File: src/hw/rtl/bdq_pkg.sv
`timescale 1ns / 1ps
`default_nettype none

package bdq_pkg;

  // Ring geometry
  localparam int unsigned DEPTH = 16;
  localparam int unsigned PTR_W = $clog2(DEPTH);
  localparam int unsigned CNT_W = $clog2(DEPTH + 1);

  // Field widths of the request and result items
  localparam int unsigned REQ_W    = 3;
  localparam int unsigned WORD_W   = 32;
  localparam int unsigned POS_W    = 4;
  localparam int unsigned STATUS_W = 2;
  localparam int unsigned FILL_W   = 5;

  typedef enum logic [REQ_W-1:0] {
    REQ_PUSH_FRONT = 3'd0,
    REQ_PUSH_BACK  = 3'd1,
    REQ_POP_FRONT  = 3'd2,
    REQ_POP_BACK   = 3'd3,
    REQ_SWAP       = 3'd4
  } req_code_t;

  typedef enum logic [STATUS_W-1:0] {
    ST_OK    = 2'd0,
    ST_FULL  = 2'd1,
    ST_EMPTY = 2'd2,
    ST_RANGE = 2'd3
  } status_t;

  // Request item as held in the input register
  typedef struct packed {
    logic [REQ_W-1:0]  req_type;
    logic [WORD_W-1:0] push_word;
    logic [POS_W-1:0]  first_position;
    logic [POS_W-1:0]  second_position;
  } req_t;

  // Store access command from the control unit
  typedef struct packed {
    logic [PTR_W-1:0] rd_a_addr;
    logic [PTR_W-1:0] rd_b_addr;
    logic             wr_a_en;
    logic             wr_a_push;
    logic [PTR_W-1:0] wr_a_addr;
    logic             wr_b_en;
    logic [PTR_W-1:0] wr_b_addr;
    logic             pop_ok;
  } cmd_t;

endpackage

`default_nettype wire

File: src/hw/rtl/bdq_req_if.sv
`timescale 1ns / 1ps
`default_nettype none

interface bdq_req_if;
  logic                         valid;
  logic                         ready;
  logic [bdq_pkg::REQ_W-1:0]    req_type;
  logic [bdq_pkg::WORD_W-1:0]   push_word;
  logic [bdq_pkg::POS_W-1:0]    first_position;
  logic [bdq_pkg::POS_W-1:0]    second_position;

  modport source (
    output valid, req_type, push_word, first_position, second_position,
    input  ready
  );

  modport sink (
    input  valid, req_type, push_word, first_position, second_position,
    output ready
  );
endinterface

`default_nettype wire

File: src/hw/rtl/bdq_rsp_if.sv
`timescale 1ns / 1ps
`default_nettype none

interface bdq_rsp_if;
  logic                          valid;
  logic                          ready;
  logic [bdq_pkg::STATUS_W-1:0]  status;
  logic [bdq_pkg::WORD_W-1:0]    pop_word;
  logic [bdq_pkg::FILL_W-1:0]    fill_count;

  modport source (
    output valid, status, pop_word, fill_count,
    input  ready
  );

  modport sink (
    input  valid, status, pop_word, fill_count,
    output ready
  );
endinterface

`default_nettype wire

File: src/hw/rtl/bounded_deque_with_swap_top.sv
// Bounded deque with swap: ring of DEPTH words, front pointer and count.
// A request is held in the input register from its accept and moves on to the
// result register when that register is free or being drained.
// Throughput: one request per cycle while results are drained, set by the
// combinational decode and register-file update between the two registers.
// Reset (rst, synchronous): deque empty, front pointer zero, both stages empty.
`timescale 1ns / 1ps
`default_nettype none

module bounded_deque_with_swap_top (
  input  wire logic  clk,
  input  wire logic  rst,
  bdq_req_if.sink    req,
  bdq_rsp_if.source  rsp
);

  bdq_pkg::req_t                  req_q;
  logic                           req_valid;
  logic                           advance;
  bdq_pkg::cmd_t                  cmd;
  bdq_pkg::status_t               status_next;
  logic [bdq_pkg::CNT_W-1:0]      count_next;
  logic [bdq_pkg::CNT_W-1:0]      count;
  logic [bdq_pkg::WORD_W-1:0]     rd_a_data;
  logic                           rsp_valid;
  logic [bdq_pkg::STATUS_W-1:0]   rsp_status;
  logic [bdq_pkg::WORD_W-1:0]     rsp_pop_word;
  logic [bdq_pkg::FILL_W-1:0]     rsp_fill_count;

  // Move an item forward when the result register is free or being drained
  assign advance   = req_valid && (!rsp_valid || rsp.ready);
  assign req.ready = !req_valid || advance;

  // Input register
  always_ff @(posedge clk) begin
    if (rst) begin
      req_valid <= 1'b0;
    end else if (req.ready) begin
      req_valid <= req.valid;
    end
  end

  always_ff @(posedge clk) begin
    if (req.ready && req.valid) begin
      req_q.req_type        <= req.req_type;
      req_q.push_word       <= req.push_word;
      req_q.first_position  <= req.first_position;
      req_q.second_position <= req.second_position;
    end
  end

  bdq_ctrl u_ctrl (
    .clk        (clk),
    .rst        (rst),
    .advance    (advance),
    .req        (req_q),
    .cmd        (cmd),
    .status     (status_next),
    .count_next (count_next),
    .count      (count)
  );

  bdq_store u_store (
    .clk       (clk),
    .advance   (advance),
    .cmd       (cmd),
    .push_word (req_q.push_word),
    .rd_a_data (rd_a_data)
  );

  // Result register
  always_ff @(posedge clk) begin
    if (rst) begin
      rsp_valid <= 1'b0;
    end else if (advance) begin
      rsp_valid <= 1'b1;
    end else if (rsp.ready) begin
      rsp_valid <= 1'b0;
    end
  end

  always_ff @(posedge clk) begin
    if (advance) begin
      rsp_status     <= status_next;
      rsp_pop_word   <= cmd.pop_ok ? rd_a_data : '0;
      rsp_fill_count <= bdq_pkg::FILL_W'(count_next);
    end
  end

  assign rsp.valid      = rsp_valid;
  assign rsp.status     = rsp_status;
  assign rsp.pop_word   = rsp_pop_word;
  assign rsp.fill_count = rsp_fill_count;

  // Checks
  a_count_bound: assert property (@(posedge clk) disable iff (rst)
    count <= bdq_pkg::CNT_W'(bdq_pkg::DEPTH))
    else $error("entry count beyond depth");

  a_count_hold: assert property (@(posedge clk) disable iff (rst)
    !advance |=> $stable(count))
    else $error("entry count moved without an item");

  a_result_load: assert property (@(posedge clk) disable iff (rst)
    advance |=> rsp.valid)
    else $error("processed item produced no result");

  a_full_fill: assert property (@(posedge clk) disable iff (rst)
    (rsp.valid && rsp.status == bdq_pkg::ST_FULL) |->
      rsp.fill_count == bdq_pkg::FILL_W'(bdq_pkg::DEPTH))
    else $error("full status with deque not full");

endmodule

`default_nettype wire

File: src/hw/rtl/bdq_ctrl.sv
`timescale 1ns / 1ps
`default_nettype none

module bdq_ctrl (
  input  wire logic                        clk,
  input  wire logic                        rst,
  input  wire logic                        advance,
  input  wire bdq_pkg::req_t               req,
  output bdq_pkg::cmd_t                    cmd,
  output bdq_pkg::status_t                 status,
  output logic [bdq_pkg::CNT_W-1:0]        count_next,
  output logic [bdq_pkg::CNT_W-1:0]        count
);

  logic [bdq_pkg::PTR_W-1:0] front;
  logic [bdq_pkg::PTR_W-1:0] front_next;
  logic [bdq_pkg::PTR_W-1:0] front_dec;
  logic [bdq_pkg::PTR_W-1:0] tail_slot;
  logic [bdq_pkg::PTR_W-1:0] back_slot;
  logic [bdq_pkg::PTR_W-1:0] slot_a;
  logic [bdq_pkg::PTR_W-1:0] slot_b;
  logic                      full;
  logic                      empty;
  logic                      out_of_range;

  // Ring slots relative to the front
  assign full      = (count == bdq_pkg::CNT_W'(bdq_pkg::DEPTH));
  assign empty     = (count == '0);
  assign front_dec = front - bdq_pkg::PTR_W'(1);
  assign tail_slot = front + bdq_pkg::PTR_W'(count);
  assign back_slot = tail_slot - bdq_pkg::PTR_W'(1);
  assign slot_a    = front + bdq_pkg::PTR_W'(req.first_position);
  assign slot_b    = front + bdq_pkg::PTR_W'(req.second_position);
  assign out_of_range = (bdq_pkg::CNT_W'(req.first_position) >= count) ||
                        (bdq_pkg::CNT_W'(req.second_position) >= count);

  // Decode the request against the current ring state
  always_comb begin
    front_next    = front;
    count_next    = count;
    status        = bdq_pkg::ST_OK;
    cmd           = '0;
    cmd.rd_a_addr = slot_a;
    cmd.rd_b_addr = slot_b;
    unique case (req.req_type)
      bdq_pkg::REQ_PUSH_FRONT: begin
        if (full) begin
          status = bdq_pkg::ST_FULL;
        end else begin
          front_next    = front_dec;
          count_next    = count + bdq_pkg::CNT_W'(1);
          cmd.wr_a_en   = 1'b1;
          cmd.wr_a_push = 1'b1;
          cmd.wr_a_addr = front_dec;
        end
      end
      bdq_pkg::REQ_PUSH_BACK: begin
        if (full) begin
          status = bdq_pkg::ST_FULL;
        end else begin
          count_next    = count + bdq_pkg::CNT_W'(1);
          cmd.wr_a_en   = 1'b1;
          cmd.wr_a_push = 1'b1;
          cmd.wr_a_addr = tail_slot;
        end
      end
      bdq_pkg::REQ_POP_FRONT: begin
        cmd.rd_a_addr = front;
        if (empty) begin
          status = bdq_pkg::ST_EMPTY;
        end else begin
          front_next = front + bdq_pkg::PTR_W'(1);
          count_next = count - bdq_pkg::CNT_W'(1);
          cmd.pop_ok = 1'b1;
        end
      end
      bdq_pkg::REQ_POP_BACK: begin
        cmd.rd_a_addr = back_slot;
        if (empty) begin
          status = bdq_pkg::ST_EMPTY;
        end else begin
          count_next = count - bdq_pkg::CNT_W'(1);
          cmd.pop_ok = 1'b1;
        end
      end
      bdq_pkg::REQ_SWAP: begin
        if (out_of_range) begin
          status = bdq_pkg::ST_RANGE;
        end else begin
          // cross the two read ports back into the two slots
          cmd.wr_a_en   = 1'b1;
          cmd.wr_a_addr = slot_a;
          cmd.wr_b_en   = 1'b1;
          cmd.wr_b_addr = slot_b;
        end
      end
      default: begin
        // unused codes leave the deque alone
      end
    endcase
  end

  // Advance the pointer and count when the item leaves the input register
  always_ff @(posedge clk) begin
    if (rst) begin
      front <= '0;
      count <= '0;
    end else if (advance) begin
      front <= front_next;
      count <= count_next;
    end
  end

endmodule

`default_nettype wire

File: src/hw/rtl/bdq_store.sv
`timescale 1ns / 1ps
`default_nettype none

module bdq_store (
  input  wire logic                         clk,
  input  wire logic                         advance,
  input  wire bdq_pkg::cmd_t                cmd,
  input  wire logic [bdq_pkg::WORD_W-1:0]   push_word,
  output logic [bdq_pkg::WORD_W-1:0]        rd_a_data
);

  logic [bdq_pkg::WORD_W-1:0] entries [bdq_pkg::DEPTH];
  logic [bdq_pkg::WORD_W-1:0] rd_b_data;
  logic [bdq_pkg::WORD_W-1:0] wr_a_data;

  // Two read ports: pop or first swap slot, and second swap slot
  assign rd_a_data = entries[cmd.rd_a_addr];
  assign rd_b_data = entries[cmd.rd_b_addr];
  assign wr_a_data = cmd.wr_a_push ? push_word : rd_b_data;

  // Write the pushed word, or both halves of a swap
  always_ff @(posedge clk) begin
    if (advance) begin
      if (cmd.wr_a_en) begin
        entries[cmd.wr_a_addr] <= wr_a_data;
      end
      if (cmd.wr_b_en) begin
        entries[cmd.wr_b_addr] <= rd_a_data;
      end
    end
  end

endmodule

`default_nettype wire
File: src/flat_wrapper.sv
// flat-port wrapper written by rule: the top's interface ports become plain ports
module bounded_deque_with_swap_top_flat 
  (clk, rst, req_valid, req_req_type, req_push_word, req_first_position, req_second_position, req_ready, rsp_valid, rsp_status, rsp_pop_word, rsp_fill_count, rsp_ready);
  bdq_req_if req_i ();
  bdq_rsp_if rsp_i ();
  input  wire logic clk;
  input  wire logic rst;
  input wire logic [$bits(req_i.valid)-1:0] req_valid;
  input wire logic [$bits(req_i.req_type)-1:0] req_req_type;
  input wire logic [$bits(req_i.push_word)-1:0] req_push_word;
  input wire logic [$bits(req_i.first_position)-1:0] req_first_position;
  input wire logic [$bits(req_i.second_position)-1:0] req_second_position;
  output wire logic [$bits(req_i.ready)-1:0] req_ready;
  output wire logic [$bits(rsp_i.valid)-1:0] rsp_valid;
  output wire logic [$bits(rsp_i.status)-1:0] rsp_status;
  output wire logic [$bits(rsp_i.pop_word)-1:0] rsp_pop_word;
  output wire logic [$bits(rsp_i.fill_count)-1:0] rsp_fill_count;
  input wire logic [$bits(rsp_i.ready)-1:0] rsp_ready;
  assign req_i.valid = req_valid;
  assign req_i.req_type = req_req_type;
  assign req_i.push_word = req_push_word;
  assign req_i.first_position = req_first_position;
  assign req_i.second_position = req_second_position;
  assign req_ready = req_i.ready;
  assign rsp_valid = rsp_i.valid;
  assign rsp_status = rsp_i.status;
  assign rsp_pop_word = rsp_i.pop_word;
  assign rsp_fill_count = rsp_i.fill_count;
  assign rsp_i.ready = rsp_ready;
  bounded_deque_with_swap_top u_core (.clk(clk), .rst(rst), .req(req_i), .rsp(rsp_i));
endmodule
File: config.mk
export PLATFORM = sky130hd
export DESIGN_NAME = bounded_deque_with_swap_top_flat
export DESIGN_NICKNAME = d
export VERILOG_FILES = /design/src/hw/rtl/bdq_pkg.sv /design/src/hw/rtl/bdq_req_if.sv /design/src/hw/rtl/bdq_rsp_if.sv /design/src/hw/rtl/bounded_deque_with_swap_top.sv /design/src/hw/rtl/bdq_ctrl.sv /design/src/hw/rtl/bdq_store.sv /design/src/flat_wrapper.sv
export SDC_FILE = /design/constraint.sdc
export NUM_CORES = 1
export LEC_CHECK = 0
export BUFFER_PORTS_ARGS = -buffer_cell sky130_fd_sc_hd__buf_2
export CAP_MARGIN = 20
export CORE_ASPECT_RATIO = 1.1
export CORE_UTILIZATION = 48
export DETAILED_ROUTE_END_ITERATION = 16
export GPL_ROUTABILITY_DRIVEN = 1
export SETUP_SLACK_MARGIN = 0.3
export SLEW_MARGIN = 20
export SYNTH_ARGS = -nofsm -noshare
export SYNTH_HDL_FRONTEND = slang
export SYNTH_SLANG_ARGS = --single-unit
File: constraint.sdc
create_clock -name clk -period 7.25 [get_ports clk]
set_input_delay 1.0875 -clock clk [delete_from_list [all_inputs] [get_ports clk]]
set_output_delay 1.0875 -clock clk [all_outputs]
set_load 0.005 [all_outputs]
==> results.json <==
{
  "status": "finished clean",
  "final_cells": 4183,
  "yosysUniqueCellTypes": 59,
  "slew-limit-headroom": 0.230,
  "power.leakage_nw": 13.3,
  "placed_area_um2": 38800,
  "yosysSeqAreaShare": 0.474,
  "cp.arrival_ns": 5.27,
  "num_antenna_cells": 0,
  "finalCriticalPeriod_ns": 4.94,
  "start_kind": "flip-flop",
  "rsz0062_at_grt": "no",
  "hold_buffers": 0,
  "cts_resized": 0,
  "grt_pass1_wl_um": 181000,
  "clockBufferDepth": 3,
  "num_io_pins": 88,
  "grt_pass1_vias": 27600,
  "grt_start_max_net_pins": 189,
  "layout-drive-gt1-share": 0.258,
  "fin_crit_sh": 0.682,
  "cts_buffers": 71,
  "place.gp.congestion": 0.851,
  "setup_viol": 0,
  "finClkSkew_ns": 0.0264,
  "grt_usage": 0.300,
  "stdcell_area_um2": 41200,
  "ys_ff_latch": 605,
  "antenna_found_initial": 0,
  "start_util": 0.488,
  "core_um2": 78100,
  "ir_drop_v": 0.000199,
  "post_cts_buffers": 0,
  "met2_length_um": 58300,
  "syn-num-nets": 3304,
  "drc_errors": 0,
  "numPlacedInstances": 4055,
  "n_fill_cell": 6626,
  "die_width_um": 271,
  "area_delta_synth_final_pct": 8.14,
  "port_buffers": 87,
  "synth-edff-count": 594,
  "cap_violations": 0,
  "wl_met3_um": 10800,
  "clk_latency_ns": 0.63,
  "dpl.hpwl_um": 66800,
  "syn-cell-area_um2": 38100,
  "die_area_um2": 80500,
  "cts_tree": "yes",
  "vias": 28300,
  "antenna_left": 0,
  "cellPowerDensity_nw_per_um2": 251,
  "end_kind": "flip-flop",
  "fin_nets": 3167,
  "avgSynthCellArea_um2": 11.8,
  "die_h_um": 297,
  "htreeDepth": 3,
  "ctsRootBufferMaster": "clkbuf_16",
  "worst_pin_slew_ns": 1.16,
  "critPathKind": "flip-flop to flip-flop",
  "viasPerCell": 6.77,
  "first_iter_violations": 3383,
  "syn_inst": 3232,
  "yosysWarnings": 0,
  "hp-class": "flip-flop to flip-flop",
  "report.final.slew_viol_count": 0,
  "finalSetupTns_ns": 0,
  "synthArstFlopShare": 0,
  "clkTransAtPathRegs_ns": 0.06,
  "routed.top_layer": "met4",
  "clock_sinks": 605,
  "fmax_mhz": 202,
  "m1WireLength_um": 48400,
  "slowest_delay_ns": 0.69,
  "wl_per_cell_um": 29.2,
  "timing.hold.ws_ns": 0.535,
  "worst-path-max-fanout": 39,
  "worstPathRequired_ns": 7.58,
  "rows": 107,
  "finalHoldViolCount": 0,
  "overflow": 0,
  "synthFlopType": "edfxtp_1",
  "crit_chain": "ha_1, fa_1, inv_1, ha_1, xnor2_1, mux2i_1, a21o_4, buf_4, a221oi_1, mux2i_1, buf_4, a31oi_1",
  "routed_wl_um": 122000,
  "dr.pass1.iters": 7,
  "crit_slowest_cell": "mux2i_1"
}
-- path summary, 6_finish.rpt --
kind | end | slack (ns) | cells after the start | startpoint
setup / recovery | u_core.u_store.entries[5][31] | 2.31 | 12 | u_core.u_ctrl.front[0]
hold / removal | u_core.rsp.valid | 0.53 | 2 | u_core.req_valid
setup reg to reg | u_core.u_store.entries[5][31] | 2.31 | 12 | u_core.u_ctrl.front[0]
hold reg to reg | u_core.rsp.valid | 0.53 | 2 | u_core.req_valid
-- through the flow --
stage	power, mW	setup WS, ns	utilization
2_1_floorplan	6.37	2.51	-
5_1_grt	10.7	2.06	0.528
3_3_place_gp	6.74	2.35	0.496
4_1_cts	10.3	2.32	0.526
3_5_place_dp	6.82	2.34	0.497
6_report	10.3	2.31	0.528
-- synthesized netlist by cell type (11+ instances only) --
| master | number | area, um^2 |
|---|---|---|
| a221oi_1 | 127 | 1110 |
| buf_2 | 53 | 265 |
| edfxtp_1 | 594 | 17800 |
| buf_4 | 25 | 188 |
| inv_1 | 17 | 63.8 |
| a31oi_1 | 262 | 1640 |
| xnor2_1 | 11 | 96.3 |
| o31ai_2 | 24 | 300 |
| dfxtp_1 | 11 | 220 |
| mux2i_1 | 133 | 1330 |
| a31oi_2 | 252 | 3150 |
| nand2_1 | 313 | 1170 |
| nor2_1 | 531 | 1990 |
| nor4_1 | 14 | 87.6 |
| clkbuf_1 | 226 | 848 |
| a21oi_2 | 31 | 272 |
| mux4_2 | 128 | 2880 |
| and3_1 | 65 | 407 |
| buf_6 | 60 | 676 |
| mux2i_4 | 60 | 1350 |
| o21bai_1 | 16 | 120 |
| a21oi_1 | 147 | 736 |
| ha_1 | 22 | 275 |
| o21ai_0 | 11 | 55.1 |
-- layout by cell type, fill, tap and decap left out, types with 6 or more instances in the layout --
cell type  instances
edfxtp_1         594
nor2_1           531
nand2_1          311
a31oi_1          262
a31oi_2          252
a21oi_1          146
mux2i_1          133
mux4_2           128
a221oi_1         127
buf_2             87
clkbuf_16         74
buf_4             67
and3_1            65
mux2i_4           60
a21oi_2           30
o31ai_4           27
ha_1              21
clkbuf_1          20
inv_1             17
o21bai_4          16
clkinv_1          15
nor4_2            12
o21ai_0           11
dfxtp_1           11
xnor2_1            9
nand3_1            8
nor3_1             6
a21o_1             6
clkinv_2           6
buf_12             6
-- layout make-up --
type / count / area (um^2) / area share
sequential: 605 / 18100 / 0.438
inverter: 18 / 67.6 / 0.00164
multi-input combinational: 2236 / 18400 / 0.447
clock inverter: 31 / 287 / 0.00696
tap: 1035 / 1290 / 0.0314
timing repair buffer: 163 / 1120 / 0.0273
clock buffer: 95 / 1940 / 0.0471
-- critical path, delay by kind of cell, from the launching register on --
kind	cells	cell delay (ns)
compound gates	3	0.89
fa+ha+maj	3	0.91
xor+xnor	1	0.07
flops	1	0.67
buf+inv	3	0.99
mux	2	1.04
-- kinds of logic after synthesis --
group	share of synthesized area
AND/OR/NAND/NOR	0.102
flip-flops	0.474
multiplexers	0.146
AO/OA/AOI/OAI	0.205
buffers and inverters	0.0571
XOR/XNOR	0.00604
adder cells (fa/ha/maj)	0.00880
-- state kept, by name, indices dropped and copies added, names as in the netlist --
register and count:
u_core.req_q 43, u_core.u_ctrl.front 4, u_core.rsp.fill_count 5, u_core.u_ctrl.count 5, u_core.rsp.pop_word 32, u_core.rsp.status 2
u_core.rsp.valid 1, u_core.req_valid 1, u_core.u_store.entries 512
-- metal layers --
metal / GRT usage / up-vias
li1: - / 12300
met2: 0.494 / 1530
met5: 0 / -
met1: 0.396 / 14300
met3: 0.0494 / 290
met4: 0.121 / 0
-- where the power goes --
group          switching [mW]  leakage [nW]  internal, mW
Combinational            1.75          6.77         0.984
Clock                    1.49          1.08          2.06
Sequential             0.0278          5.49          4.03
No activity file was read; power rests on OpenSTA's default activity.
